File: src/rtl/core/qgmb_pkg.sv
`timescale 1ns / 1ps
`default_nettype none
// ----------------------------------------------------------------------------
// qgmb_pkg
// Types, constants and shared helpers of the quadric grid mesh builder.
// ----------------------------------------------------------------------------
package qgmb_pkg;

  localparam int DATA_W  = 32;
  localparam int CFG_AW  = 5;
  localparam int GRID_W  = 9;
  localparam int IDX_W   = 8;
  localparam int VIDX_W  = 16;
  localparam int ACC_W   = 52;
  localparam int DIVD_W  = 33;
  localparam int DCNT_W  = 6;

  localparam logic [GRID_W-1:0] MIN_GRID   = 9'd4;
  localparam logic [GRID_W-1:0] MAX_GRID   = 9'd256;
  localparam logic [GRID_W-1:0] GRID_RESET = 9'd24;

  // one quotient bit per step
  localparam logic [DCNT_W-1:0] DIV_STEPS = 6'd33;

  // register indexes, byte address = 4 * index
  localparam logic [2:0] REG_COEF_CONST  = 3'd0;
  localparam logic [2:0] REG_COEF_X      = 3'd1;
  localparam logic [2:0] REG_COEF_Y      = 3'd2;
  localparam logic [2:0] REG_COEF_XX     = 3'd3;
  localparam logic [2:0] REG_COEF_XY     = 3'd4;
  localparam logic [2:0] REG_COEF_YY     = 3'd5;
  localparam logic [2:0] REG_GRID_POINTS = 3'd6;

  typedef enum logic [0:0] {
    OP_START   = 1'b0,
    OP_ADVANCE = 1'b1
  } op_t;

  typedef enum logic [1:0] {
    KIND_VERTEX = 2'd0,
    KIND_TRI    = 2'd1,
    KIND_ERR    = 2'd2
  } kind_t;

  typedef enum logic [4:0] {
    ST_IDLE,
    ST_DIVX,
    ST_DIVY,
    ST_MPX,
    ST_MPY,
    ST_MXX,
    ST_MXY,
    ST_MYY,
    ST_MC1,
    ST_MC2,
    ST_MC3,
    ST_MC4,
    ST_MC5,
    ST_MIDX,
    ST_FIN,
    ST_EMIT_V,
    ST_EMIT_T1,
    ST_EMIT_T2,
    ST_EMIT_ERR
  } state_t;

  typedef struct packed {
    logic                     start;
    logic signed [DIVD_W-1:0] dividend;
    logic [IDX_W-1:0]         divisor;
  } div_req_t;

  typedef struct packed {
    logic                     done;
    logic signed [DATA_W-1:0] quotient;
  } div_rsp_t;

  localparam logic signed [ACC_W-1:0] SAT_MAX = 52'sd2147483647;
  localparam logic signed [ACC_W-1:0] SAT_MIN = -52'sd2147483648;

  function automatic logic signed [DATA_W-1:0] sat32(input logic signed [ACC_W-1:0] v);
    logic signed [DATA_W-1:0] r;
    if (v > SAT_MAX) begin
      r = 32'sh7FFFFFFF;
    end else if (v < SAT_MIN) begin
      r = 32'sh80000000;
    end else begin
      r = v[DATA_W-1:0];
    end
    return r;
  endfunction

endpackage
`default_nettype wire

File: src/rtl/core/qgmb_div.sv
`timescale 1ns / 1ps
`default_nettype none
// ----------------------------------------------------------------------------
// qgmb_div
// Restoring divider for the grid step: signed extent over an 8-bit count,
// truncating toward zero, one quotient bit per cycle, saturated to 32 bits.
// ----------------------------------------------------------------------------
module qgmb_div (
  input  logic               clk,
  input  logic               rst_n,
  input  qgmb_pkg::div_req_t req,
  output qgmb_pkg::div_rsp_t rsp
);
  import qgmb_pkg::*;

  logic              busy_r;
  logic [DCNT_W-1:0] cnt_r;
  logic [DIVD_W-1:0] quo_r;
  logic [IDX_W-1:0]  rem_r;
  logic [IDX_W-1:0]  div_r;
  logic              neg_r;

  logic [DIVD_W-1:0]   mag;
  logic [IDX_W:0]      rem_sh;
  logic [IDX_W:0]      rem_dif;
  logic                ge;
  logic [IDX_W-1:0]    rem_nxt;
  logic signed [DIVD_W:0] q_s;

  assign mag     = req.dividend[DIVD_W-1] ? DIVD_W'(-req.dividend) : req.dividend;
  assign rem_sh  = {rem_r, quo_r[DIVD_W-1]};
  assign rem_dif = rem_sh - {1'b0, div_r};
  assign ge      = (rem_sh >= {1'b0, div_r});
  assign rem_nxt = ge ? rem_dif[IDX_W-1:0] : rem_sh[IDX_W-1:0];

  // apply the sign to the magnitude quotient
  assign q_s = neg_r ? -$signed({1'b0, quo_r}) : $signed({1'b0, quo_r});

  assign rsp.done     = busy_r && (cnt_r == '0);
  assign rsp.quotient = sat32({{(ACC_W-DIVD_W-1){q_s[DIVD_W]}}, q_s});

  always_ff @(posedge clk) begin
    if (!rst_n) begin
      busy_r <= 1'b0;
      cnt_r  <= '0;
    end else if (req.start) begin
      busy_r <= 1'b1;
      cnt_r  <= DIV_STEPS;
    end else if (busy_r) begin
      if (cnt_r == '0) begin
        busy_r <= 1'b0;
      end else begin
        cnt_r <= cnt_r - 1'b1;
      end
    end
  end

  always_ff @(posedge clk) begin
    if (req.start) begin
      quo_r <= mag;
      rem_r <= '0;
      div_r <= req.divisor;
      neg_r <= req.dividend[DIVD_W-1];
    end else if (busy_r && (cnt_r != '0)) begin
      quo_r <= {quo_r[DIVD_W-2:0], ge};
      rem_r <= rem_nxt;
    end
  end

endmodule
`default_nettype wire

File: config.mk
export PLATFORM = sky130hd
export DESIGN_NAME = qgmb_div
export DESIGN_NICKNAME = d
export VERILOG_FILES = /design/src/rtl/core/qgmb_pkg.sv /design/src/rtl/core/qgmb_div.sv
export SDC_FILE = /design/constraint.sdc
export NUM_CORES = 1
export LEC_CHECK = 0
export BUFFER_PORTS_ARGS = -buffer_cell sky130_fd_sc_hd__buf_2
export CELL_PAD_IN_SITES_DETAIL_PLACEMENT = 1
export CELL_PAD_IN_SITES_GLOBAL_PLACEMENT = 2
export CORE_UTILIZATION = 34
export DETAILED_ROUTE_END_ITERATION = 8
export MAX_ROUTING_LAYER = met4
export PLACE_DENSITY_LB_ADDON = 0.1
export SETUP_SLACK_MARGIN = 0.4
export SLEW_MARGIN = 0
export SYNTH_ARGS = -nofsm -noshare
export SYNTH_HDL_FRONTEND = slang
export SYNTH_SLANG_ARGS = --single-unit
File: constraint.sdc
create_clock -name clk -period 3.4 [get_ports clk]
set_input_delay 0.17 -clock clk [delete_from_list [all_inputs] [get_ports clk]]
set_output_delay 0.17 -clock clk [all_outputs]
set_load 0.05 [all_outputs]
==> impl_metrics.ini, run 1 <==
[timing]
slew_viol_final = 0
setup_ws_ps = 130
tightest_slew_ps = 675
finalCritPeriodShare_pct = 96.2
hold_violations = 0
setup_violations = 0
slew_headroom_pct = 55.0
period_minus_slack_ps = 3270
rsz0062_at_grt = true
fin_skew_ps = 5.65
fin_setup_tns_ps = 0
hold_ws_ps = 16.2
fmax_ghz = 0.306

[hold_path]
worstHoldPathType = in2reg

[synth]
synthArstFlopShare_pct = 0
synth_nets = 572
yosysWarnings = 0
synth_area_per_cell_sq_um = 8.48
synth_edf_count = 42
ys_seq_area_share_pct = 35.7
syn_inst = 516
synth_cell_types = 51
ys_ff_latch = 57
synthFlopType = edfxtp_1
synth.cell_area_sq_um = 4380

[floorplanning]
core_area_sq_um = 12600
rows = 41
fp.dieW_microns = 115
die_area_sq_um = 13300
die_h_microns = 115
io-pin-count = 77
initial_core_util_pct = 34.8

[critical_path]
r2r-start = quo_r[32]$_DFFE_PP_
cp-end-kind = output pin
r2r_setup_slack_ps = 750
r2r.worst_path.cells = 8
cp-endpoint = rsp[9]
arrival_ps = 3100
critPathMaxFanout = 5
timing.rr.end = rem_r[5]$_SDFFE_PP0P_
worst_setup_path_start_kind = flop
max_stage_delay_ps = 550
cp_cell_sequence = or4_1 -> or4_4 -> o31ai_4 -> buf_6 -> xnor2_4 -> nor2_4 -> nor2_4 -> buf_12 -> o21ai_2 -> buf_6
startpoint = quo_r[16]$_DFFE_PP_
crit_required_ps = 3230
crit_type = reg2out
crit_slowest_cell = or4_4

[power]
power_density_nw_per_um2 = 520
p_leak_nw = 2.48
irDropWorstVdd_v = 0.000264
power_mw = 3.40

[cells_and_area]
layout-drive-gt1-share_pct = 33.9
antenna_cells = 0
area_delta_synth_final_pct = 49.5
layout.nets = 692
final_cell_area_sq_um = 6550

[placed_design]
placed_area_sq_um = 5260
place_congestion = 0.810
numPortBuffers = 76
dpl.hpwl_microns = 10200
dp_slack_ps = 35.1

[run_status]
violations = DRC
status = finished, violations left

[global_route]
grt_max_degree = 67
grt_pass1_vias = 4359
gr-total-overflow = 0
grt_pass1_wl_microns = 23200
antenna_found_initial = 0
track_usage_pct = 23.7

[drt]
first_pass_iters = 6
met3_length_microns = 569
wirelength_microns = 15500
wire_per_inst_microns = 19.1
num_vias = 4317
drc = 2
topRoutingLayerUsed = met4
vias_per_cell = 5.31
initialDrtViolationCount = 333
met1_length_microns = 7480
wl_met2_microns = 7230
drt.antenna.violating_nets = 0

[cts]
cts_buffers = 9
cts_num_sinks = 57
cts_tree = yes
clkTransAtPathRegs_ps = 50
clock_latency_ps = 330
h-tree-depth = 3
clock_path_buffers = 2
cts-root-buf = clkbuf_16

[flow_run]
cap_violations = 0
==> cell usage after synthesis (2+ instances only) <==
library cell / instances / area share [%]
a21oi_1: 65 / 7.4
buf_6: 2 / 0.51
nor2b_1: 5 / 0.71
nand3b_1: 2 / 0.34
a211oi_1: 5 / 0.86
a311oi_1: 2 / 0.40
xor2_1: 41 / 8.2
a31oi_1: 2 / 0.29
or3_1: 10 / 1.4
o41ai_1: 8 / 1.6
buf_1: 5 / 0.43
dfxtp_1: 15 / 6.9
nand2b_1: 6 / 0.86
or4_1: 6 / 1.0
o21a_1: 4 / 0.69
and2_1: 3 / 0.43
o211ai_1: 2 / 0.34
mux2i_1: 6 / 1.4
or4_4: 2 / 0.51
inv_1: 24 / 2.1
nand2_1: 28 / 2.4
nand3_1: 4 / 0.46
xnor2_1: 29 / 5.8
o21ai_1: 4 / 0.46
nor3_1: 9 / 1.0
ha_1: 11 / 3.1
nor2_1: 61 / 5.2
or2_2: 2 / 0.29
o21ai_0: 47 / 5.4
clkbuf_1: 17 / 1.5
nor4_1: 8 / 1.1
o31ai_1: 17 / 2.9
edfxtp_1: 42 / 29
nand4_1: 4 / 0.57
o311ai_0: 2 / 0.40
==> logic make-up after synthesis <==
logic type / synth area share, %
DFF: 35.7
adders and majority gates: 3.60
xor gates and xnor gates: 14.0
buffers and inverters: 4.63
AOI/OAI and AO/OA: 23.0
and+or+nand+nor: 17.7
muxes: 1.37
==> per-layer routing <==
| metal | GRT usage [%] | up-vias |
|---|---|---|
| met3 | 3.29 | 19 |
| met4 | 4.94 | 0 |
| li1 | - | 2130 |
| met5 | - | - |
| met1 | 33.1 | 2076 |
| met2 | 36.5 | 92 |
==> power breakdown <==
group	leakage (nW)	internal, mW	switching [mW]
combinational	1.82	0.633	0.977
clock	0.134	0.557	0.317
sequential	0.533	0.839	0.0797
total	2.48	2.03	1.37
==> through the flow <==
stage	std cells	utilization [%]
global route	813	52.1
detailed placement	771	41.9
finish	813	52.1
CTS	803	49.2
floorplan	516	-
global placement	771	41.9
==> timing repair <==
action | CTS | global route
setup endpoints to repair | 32 | 37
setup buffers | 8 | 6
cloned | 7 | 4
pin swaps | 11 | 20
hold buffers | 1 | 0
hold endpoints to repair | 1 | 0
resized for setup | 109 | 50
==> cell type report <==
type	count	area (sq um)
inverter	24	90.1
fill	1443	6020
clock inverter	7	61.3
sequential	57	1560
tap	172	215
multi-input combinational	413	3180
clock buffer	9	225
timing repair buffer	131	1210
==> how the worst min path moves through the flow <==
stage          startpoint  depth (start not counted)                 end
3_3_place_gp       req[4]                          1  div_r[4]$_DFFE_PP_
2_1_floorplan      req[0]                          0  div_r[0]$_DFFE_PP_
3_5_place_dp       req[5]                          1  div_r[5]$_DFFE_PP_
5_1_grt            req[5]                          1  div_r[5]$_DFFE_PP_
4_1_cts            req[5]                          1  div_r[5]$_DFFE_PP_
6_report           req[5]                          1  div_r[5]$_DFFE_PP_
==> state kept, by name, indices dropped and copies added, names as in the netlist <==
name,count
quo_r,33
div_r,8
rem_r,8
cnt_r,6
busy_r,1
neg_r,1
==> worst max-delay path, delay by kind of cell (launching register included) <==
kind / cells / cell delay (ps)
compound gates: 2 / 440
xor+xnor: 1 / 90
buf+inv: 3 / 490
flops: 1 / 380
simple gates: 4 / 1360
==> cell usage in the layout (no fill, tap or decap), types with 17 or more instances in the layout <==
master | synthesis | final
buf_2 | 0 | 44
xor2_1 | 41 | 41
xnor2_1 | 29 | 26
a21oi_4 | 0 | 18
buf_6 | 2 | 32
a21oi_1 | 65 | 42
edfxtp_1 | 42 | 42
o31ai_1 | 17 | 17
buf_4 | 1 | 35
o21ai_0 | 47 | 30
nor2_1 | 61 | 51
nand2_1 | 28 | 28
inv_1 | 24 | 23
Power figures use the tool's default switching activity.
==> run 2, diff against run 1 <==
--- a/config.mk
+++ b/config.mk
@@ -12,7 +12,7 @@
 export DETAILED_ROUTE_END_ITERATION = 8
 export MAX_ROUTING_LAYER = met4
 export PLACE_DENSITY_LB_ADDON = 0.1
-export SETUP_SLACK_MARGIN = 0.4
+export SETUP_SLACK_MARGIN = 0.1
 export SLEW_MARGIN = 0
 export SYNTH_ARGS = -nofsm -noshare
 export SYNTH_HDL_FRONTEND = slang
==> impl_metrics.ini, run 2 (synthesized netlist as in run 1, its figures left out) <==
[run_status]
status = completed

[floorplanning]
fp.dieW_microns = 115
die_area_sq_um = 13300
core_area_sq_um = 12600
initial_core_util_pct = 34.8
io-pin-count = 77
rows = 41
die_h_microns = 115

[critical_path]
r2r_setup_slack_ps = 280
worst_setup_path_start_kind = flop
path_buf_inv = 2
cp_top_family = simple AND/OR/NAND/NOR gates
crit_type = reg2out
max_stage_delay_ps = 580
arrival_ps = 3230
cp-end-kind = output pin
critPathMaxFanout = 6
crit_required_ps = 3230
cp_cell_sequence = or4_4 -> or4_4 -> o41ai_4 -> xnor2_2 -> nor2_2 -> nor2_4 -> buf_6 -> o21ai_2 -> buf_6
crit_slowest_cell = or4_4

[cts]
cts_buffers = 9
clkTransAtPathRegs_ps = 50
cts_num_sinks = 57
clock_latency_ps = 330
h-tree-depth = 3
cts_tree = yes
cts-root-buf = clkbuf_16
clock_path_buffers = 2

[timing]
setup_violations = 0
tightest_slew_ps = 1080
period_minus_slack_ps = 3400
setup_ws_ps = 2.20
slew_headroom_pct = 27.5
fmax_ghz = 0.294
hold_violations = 0
slew_viol_final = 0
rsz0062_at_grt = true
finalCritPeriodShare_pct = 99.9
fin_skew_ps = 7.62
hold_ws_ps = 13.9

[placed_design]
placed_area_sq_um = 5110
place_congestion = 0.823
dpl.hpwl_microns = 10000
numPortBuffers = 76
dp_slack_ps = 90.2

[cells_and_area]
layout-drive-gt1-share_pct = 26.1
largest_reg_flops = 33
layout_common_cells = 57 x a21oi_1, 55 x nor2_1, 45 x buf_2, 42 x edfxtp_1, 41 x xor2_1
fillerInstances = 1479
layout.nets = 667
layout_commonest_cell = a21oi_1
antenna_cells = 0
largest-register = quo_r
reg_top3 = quo_r x33, div_r x8, rem_r x8
final_cell_area_sq_um = 5750
area_delta_synth_final_pct = 31.3

[global_route]
met3_usage_pct = 4.03
grtUsageMet2_pct = 31.5
antenna_found_initial = 0
track_usage_pct = 21.5
busiest_layer = met2
met1_usage_pct = 30.3
gr-total-overflow = 0
grt_pass1_vias = 3969
grt_pass1_wl_microns = 21100
grt_max_degree = 51

[drt]
initialDrtViolationCount = 300
vias_per_cell = 5.26
first_pass_iters = 4
drc = 0
wire_per_inst_microns = 16.8
wirelength_microns = 13300
drt.antenna.violating_nets = 0
num_vias = 4146

[power]
p_leak_nw = 2.22
irDropWorstVdd_v = 0.000273
power_density_nw_per_um2 = 543

[hold_path]
worstHoldPathType = in2reg

[flow_run]
cap_violations = 0
[run 2: cell count changes in the layout (fill, tap and decap cells not counted), moves of 4 or more]
| cell | delta |
|---|---|
| nor2_4 | -10 |
| buf_12 | -6 |
| o21ai_2 | -5 |
| a21oi_1 | +15 |
| buf_4 | +4 |
| buf_8 | -8 |
| nor2_1 | +4 |
| nor2_2 | +5 |
| buf_6 | -9 |
| nand2_8 | -4 |
| o21ai_0 | +7 |
| a21oi_4 | -18 |
[run 2: layout make-up]
cell class / count / area, sq um / share of cell area [%]
clock buffers: 14 / 285 / 4.96
clock inverters: 2 / 35.0 / 0.609
inverters: 24 / 90.1 / 1.57
multi-input cells: 410 / 2760 / 47.9
flip-flops and latches: 57 / 1560 / 27.2
well taps: 172 / 215 / 3.74
repair buffers: 109 / 807 / 14.0
[run 2: timing repair]
item / 4_1_cts / 5_1_grt
pin swaps: 5 / 7
resized for setup: 45 / 30
hold buffers: 1 / 0
endpoints found under the setup margin: 31 / 31
endpoints found under the hold margin: 1 / 0
cloned: 1 / 1
buffers inserted: 4 / 2
[run 2: per-layer routing]
layer  vias to the layer above  routed length (microns)  part of all wire [%]
met3                         7                      641                   4.8
li1                       2072                        -                     -
met4                         0                       95                  0.72
met1                      1984                     6560                    49
met5                         -                        0                     0
met2                        83                     5960                    45
[run 2: stage by stage]
stage | setup TNS, ps | util (%) | std cells | power, mW
2_1_floorplan | 0 | - | 516 | 1.71
3_3_place_gp | 0 | 40.7 | 764 | 2.00
3_5_place_dp | 0 | 40.7 | 764 | 2.02
4_1_cts | 0 | 44.7 | 786 | 3.09
5_1_grt | -1170 | 45.7 | 788 | 3.28
6_report | 0 | 45.7 | 788 | 3.12
[run 2: where the power goes]
group / leakage [nW] / internal, mW / switching (mW)
Clock: 0.158 / 0.650 / 0.313
Combinational: 1.53 / 0.449 / 0.788
Sequential: 0.533 / 0.839 / 0.0808
[run 2: worst reg2reg max path: stages (launching register included)]
cell and delay [ps]:
edfxtp_1 430, inv_1 90, ha_1 250, nor2b_1 150
o21a_1 180, o21ai_0 370, a21oi_1 200, o21ai_1 890
mux2i_1 210, a211oi_1 260
[run 2: final timing paths]
kind                         startpoint                     to  cells past startpoint
setup / recovery    quo_r[19]$_DFFE_PP_                rsp[30]                      9
hold / removal                   req[3]     div_r[3]$_DFFE_PP_                      1
setup reg to reg     div_r[1]$_DFFE_PP_  rem_r[3]$_SDFFE_PP0P_                      9
hold reg to reg   rem_r[0]$_SDFFE_PP0P_  rem_r[0]$_SDFFE_PP0P_                      2
==> run 3, diff against run 2 <==
--- a/config.mk
+++ b/config.mk
@@ -5,11 +5,11 @@
 export SDC_FILE = /design/constraint.sdc
 export NUM_CORES = 1
 export LEC_CHECK = 0
-export BUFFER_PORTS_ARGS = -buffer_cell sky130_fd_sc_hd__buf_2
 export CELL_PAD_IN_SITES_DETAIL_PLACEMENT = 1
 export CELL_PAD_IN_SITES_GLOBAL_PLACEMENT = 2
-export CORE_UTILIZATION = 34
+export CORE_UTILIZATION = 41
 export DETAILED_ROUTE_END_ITERATION = 8
+export DONT_BUFFER_PORTS = 1
 export MAX_ROUTING_LAYER = met4
 export PLACE_DENSITY_LB_ADDON = 0.1
 export SETUP_SLACK_MARGIN = 0.1
==> constraint.sdc (replaced) <==
create_clock -name clk -period 4.1 [get_ports clk]
set_input_delay 0.205 -clock clk [delete_from_list [all_inputs] [get_ports clk]]
set_output_delay 0.205 -clock clk [all_outputs]
set_load 0.05 [all_outputs]
==> impl_metrics.ini, run 3 (synthesized netlist as in run 1, its figures left out) <==
[timing]
hold_violations = 0
tightest_slew_ps = 1260
rsz0062_at_grt = false
fmax_ghz = 0.271
fin_skew_ps = 12.5
period_minus_slack_ps = 3700
slew_viol_final = 0
setup_violations = 0
slew_headroom_pct = 15.5
fin_setup_tns_ps = 0
finalCritPeriodShare_pct = 90.1

[floorplanning]
core_area_sq_um = 10300
initial_core_util_pct = 42.4
io-pin-count = 77
fp.dieW_microns = 105
die_area_sq_um = 11100
die_h_microns = 105
rows = 37

[cts]
cts_num_sinks = 57
cts-root-buf = clkbuf_8
clkTransAtPathRegs_ps = 70
cts_setup_buffers = 0
clock_path_buffers = 2
cts_tree = yes
clock_latency_ps = 360
cts_buffers = 9
h-tree-depth = 3

[global_route]
antenna_found_initial = 0
grt_max_degree = 69
grt_pass1_wl_microns = 20100
gr-total-overflow = 0
grt_pass1_vias = 3944
track_usage_pct = 23.9

[critical_path]
crit_type = reg2out
crit_top_cell = or4_4
cp_top_family = simple AND/OR/NAND/NOR gates
crit_required_ps = 3890
max_stage_delay_ps = 580
critPathMaxFanout = 12
path_buf_inv = 1
worst_setup_path_start_kind = flop
arrival_ps = 3490
cp_cell_sequence = or4_4 -> or4_4 -> o41ai_2 -> xnor2_2 -> nand2_4 -> nand2_2 -> a21oi_1 -> buf_4
crit_slowest_cell = or4_4
cp-end-kind = output pin

[drt]
drc = 0
initialDrtViolationCount = 210
wirelength_microns = 12400
wire_per_inst_microns = 17.9
num_vias = 3953
drt.antenna.violating_nets = 0
first_pass_iters = 4
vias_per_cell = 5.71

[flow_run]
cap_violations = 0

[hold_path]
worstHoldPathType = in2reg

[power]
p_leak_nw = 1.85
irDropWorstVdd_v = 0.000168
power_mw = 2.16
power_density_nw_per_um2 = 428

[cells_and_area]
reg_top3 = quo_r x33, div_r x8, rem_r x8
layout_commonest_cell = a21oi_1
layout.nets = 607
area_delta_synth_final_pct = 15.2
antenna_cells = 0
largest-register = quo_r
layout-drive-gt1-share_pct = 11.7
layout_common_cells = 65 x a21oi_1, 61 x nor2_1, 42 x edfxtp_1, 41 x xor2_1, 38 x buf_4
largest_reg_flops = 33

[run_status]
status = completed

[placed_design]
numPortBuffers = 0
dpl.hpwl_microns = 9310
place_congestion = 0.828
run 3: changes by cell type in the layout (fill, tap and decap cells not counted), moves of 10 or more:
cell | before | now
buf_2 | 45 | 0
clkbuf_16 | 10 | 0
o21ai_1 | 2 | 14
o21ai_2 | 11 | 0
dlygate4sd3_1 | 1 | 11
buf_6 | 23 | 0
run 3: where the power goes:
group / internal [mW] / switching [mW] / total, mW
logic: 0.284 / 0.564 / 0.848
registers: 0.696 / 0.0806 / 0.776
clock network: 0.295 / 0.240 / 0.535
total: 1.27 / 0.885 / 2.16
run 3: metal layers:
metal	vias up	global-route usage (%)	part of all wire [%]
met5	-	-	0
met4	0	6.34	1.0
met3	12	4.33	4.7
met2	93	35.5	44
met1	1909	33.3	51
li1	1939	-	-
run 3: area by class of cell:
class	count	area [sq um]
clock inverter	5	55.1
sequential	57	1560
clock buffer	11	141
inverter	24	90.1
timing repair buffer	49	395
multi-input combinational	410	2630
fill	1231	5280
tap	136	170
run 3: path summary, 6_finish.rpt:
path	start	to	slack [ps]	cells after the start
min	req[41]	quo_r[28]$_DFFE_PP_	60	1
min reg2reg	rem_r[1]$_SDFFE_PP0P_	rem_r[1]$_SDFFE_PP0P_	480	2
max	quo_r[20]$_DFFE_PP_	rsp[5]	400	8
max reg2reg	quo_r[32]$_DFFE_PP_	rem_r[4]$_SDFFE_PP0P_	1100	8
run 3: repair_timing:
action                                  CTS  global route
endpoints found under the setup margin    0            19
hold buffers                             11             0
resized for setup                         0             1
endpoints found under the hold margin    29             0
run 3: worst reg2reg max path: cells and delay by family (launching register included):
family,cells,cell delay (ps)
buffers and inverters,1,130
adder cells (fa/ha/maj),1,330
AND/OR/NAND/NOR,2,490
multiplexers,1,330
flip-flops,1,520
AO/OA/AOI/OAI,3,1030
run 3: through the flow:
step	cells	cell area (sq um)	util (%)	hold WS, ps	setup slack, ps
global placement	665	4720	45.7	283	708
floorplan	516	4380	-	304	387
CTS	692	5030	48.7	45.9	215
finish	692	5040	48.8	64.8	404
global route	692	5040	48.8	54.4	204
detailed placement	665	4720	45.7	284	616
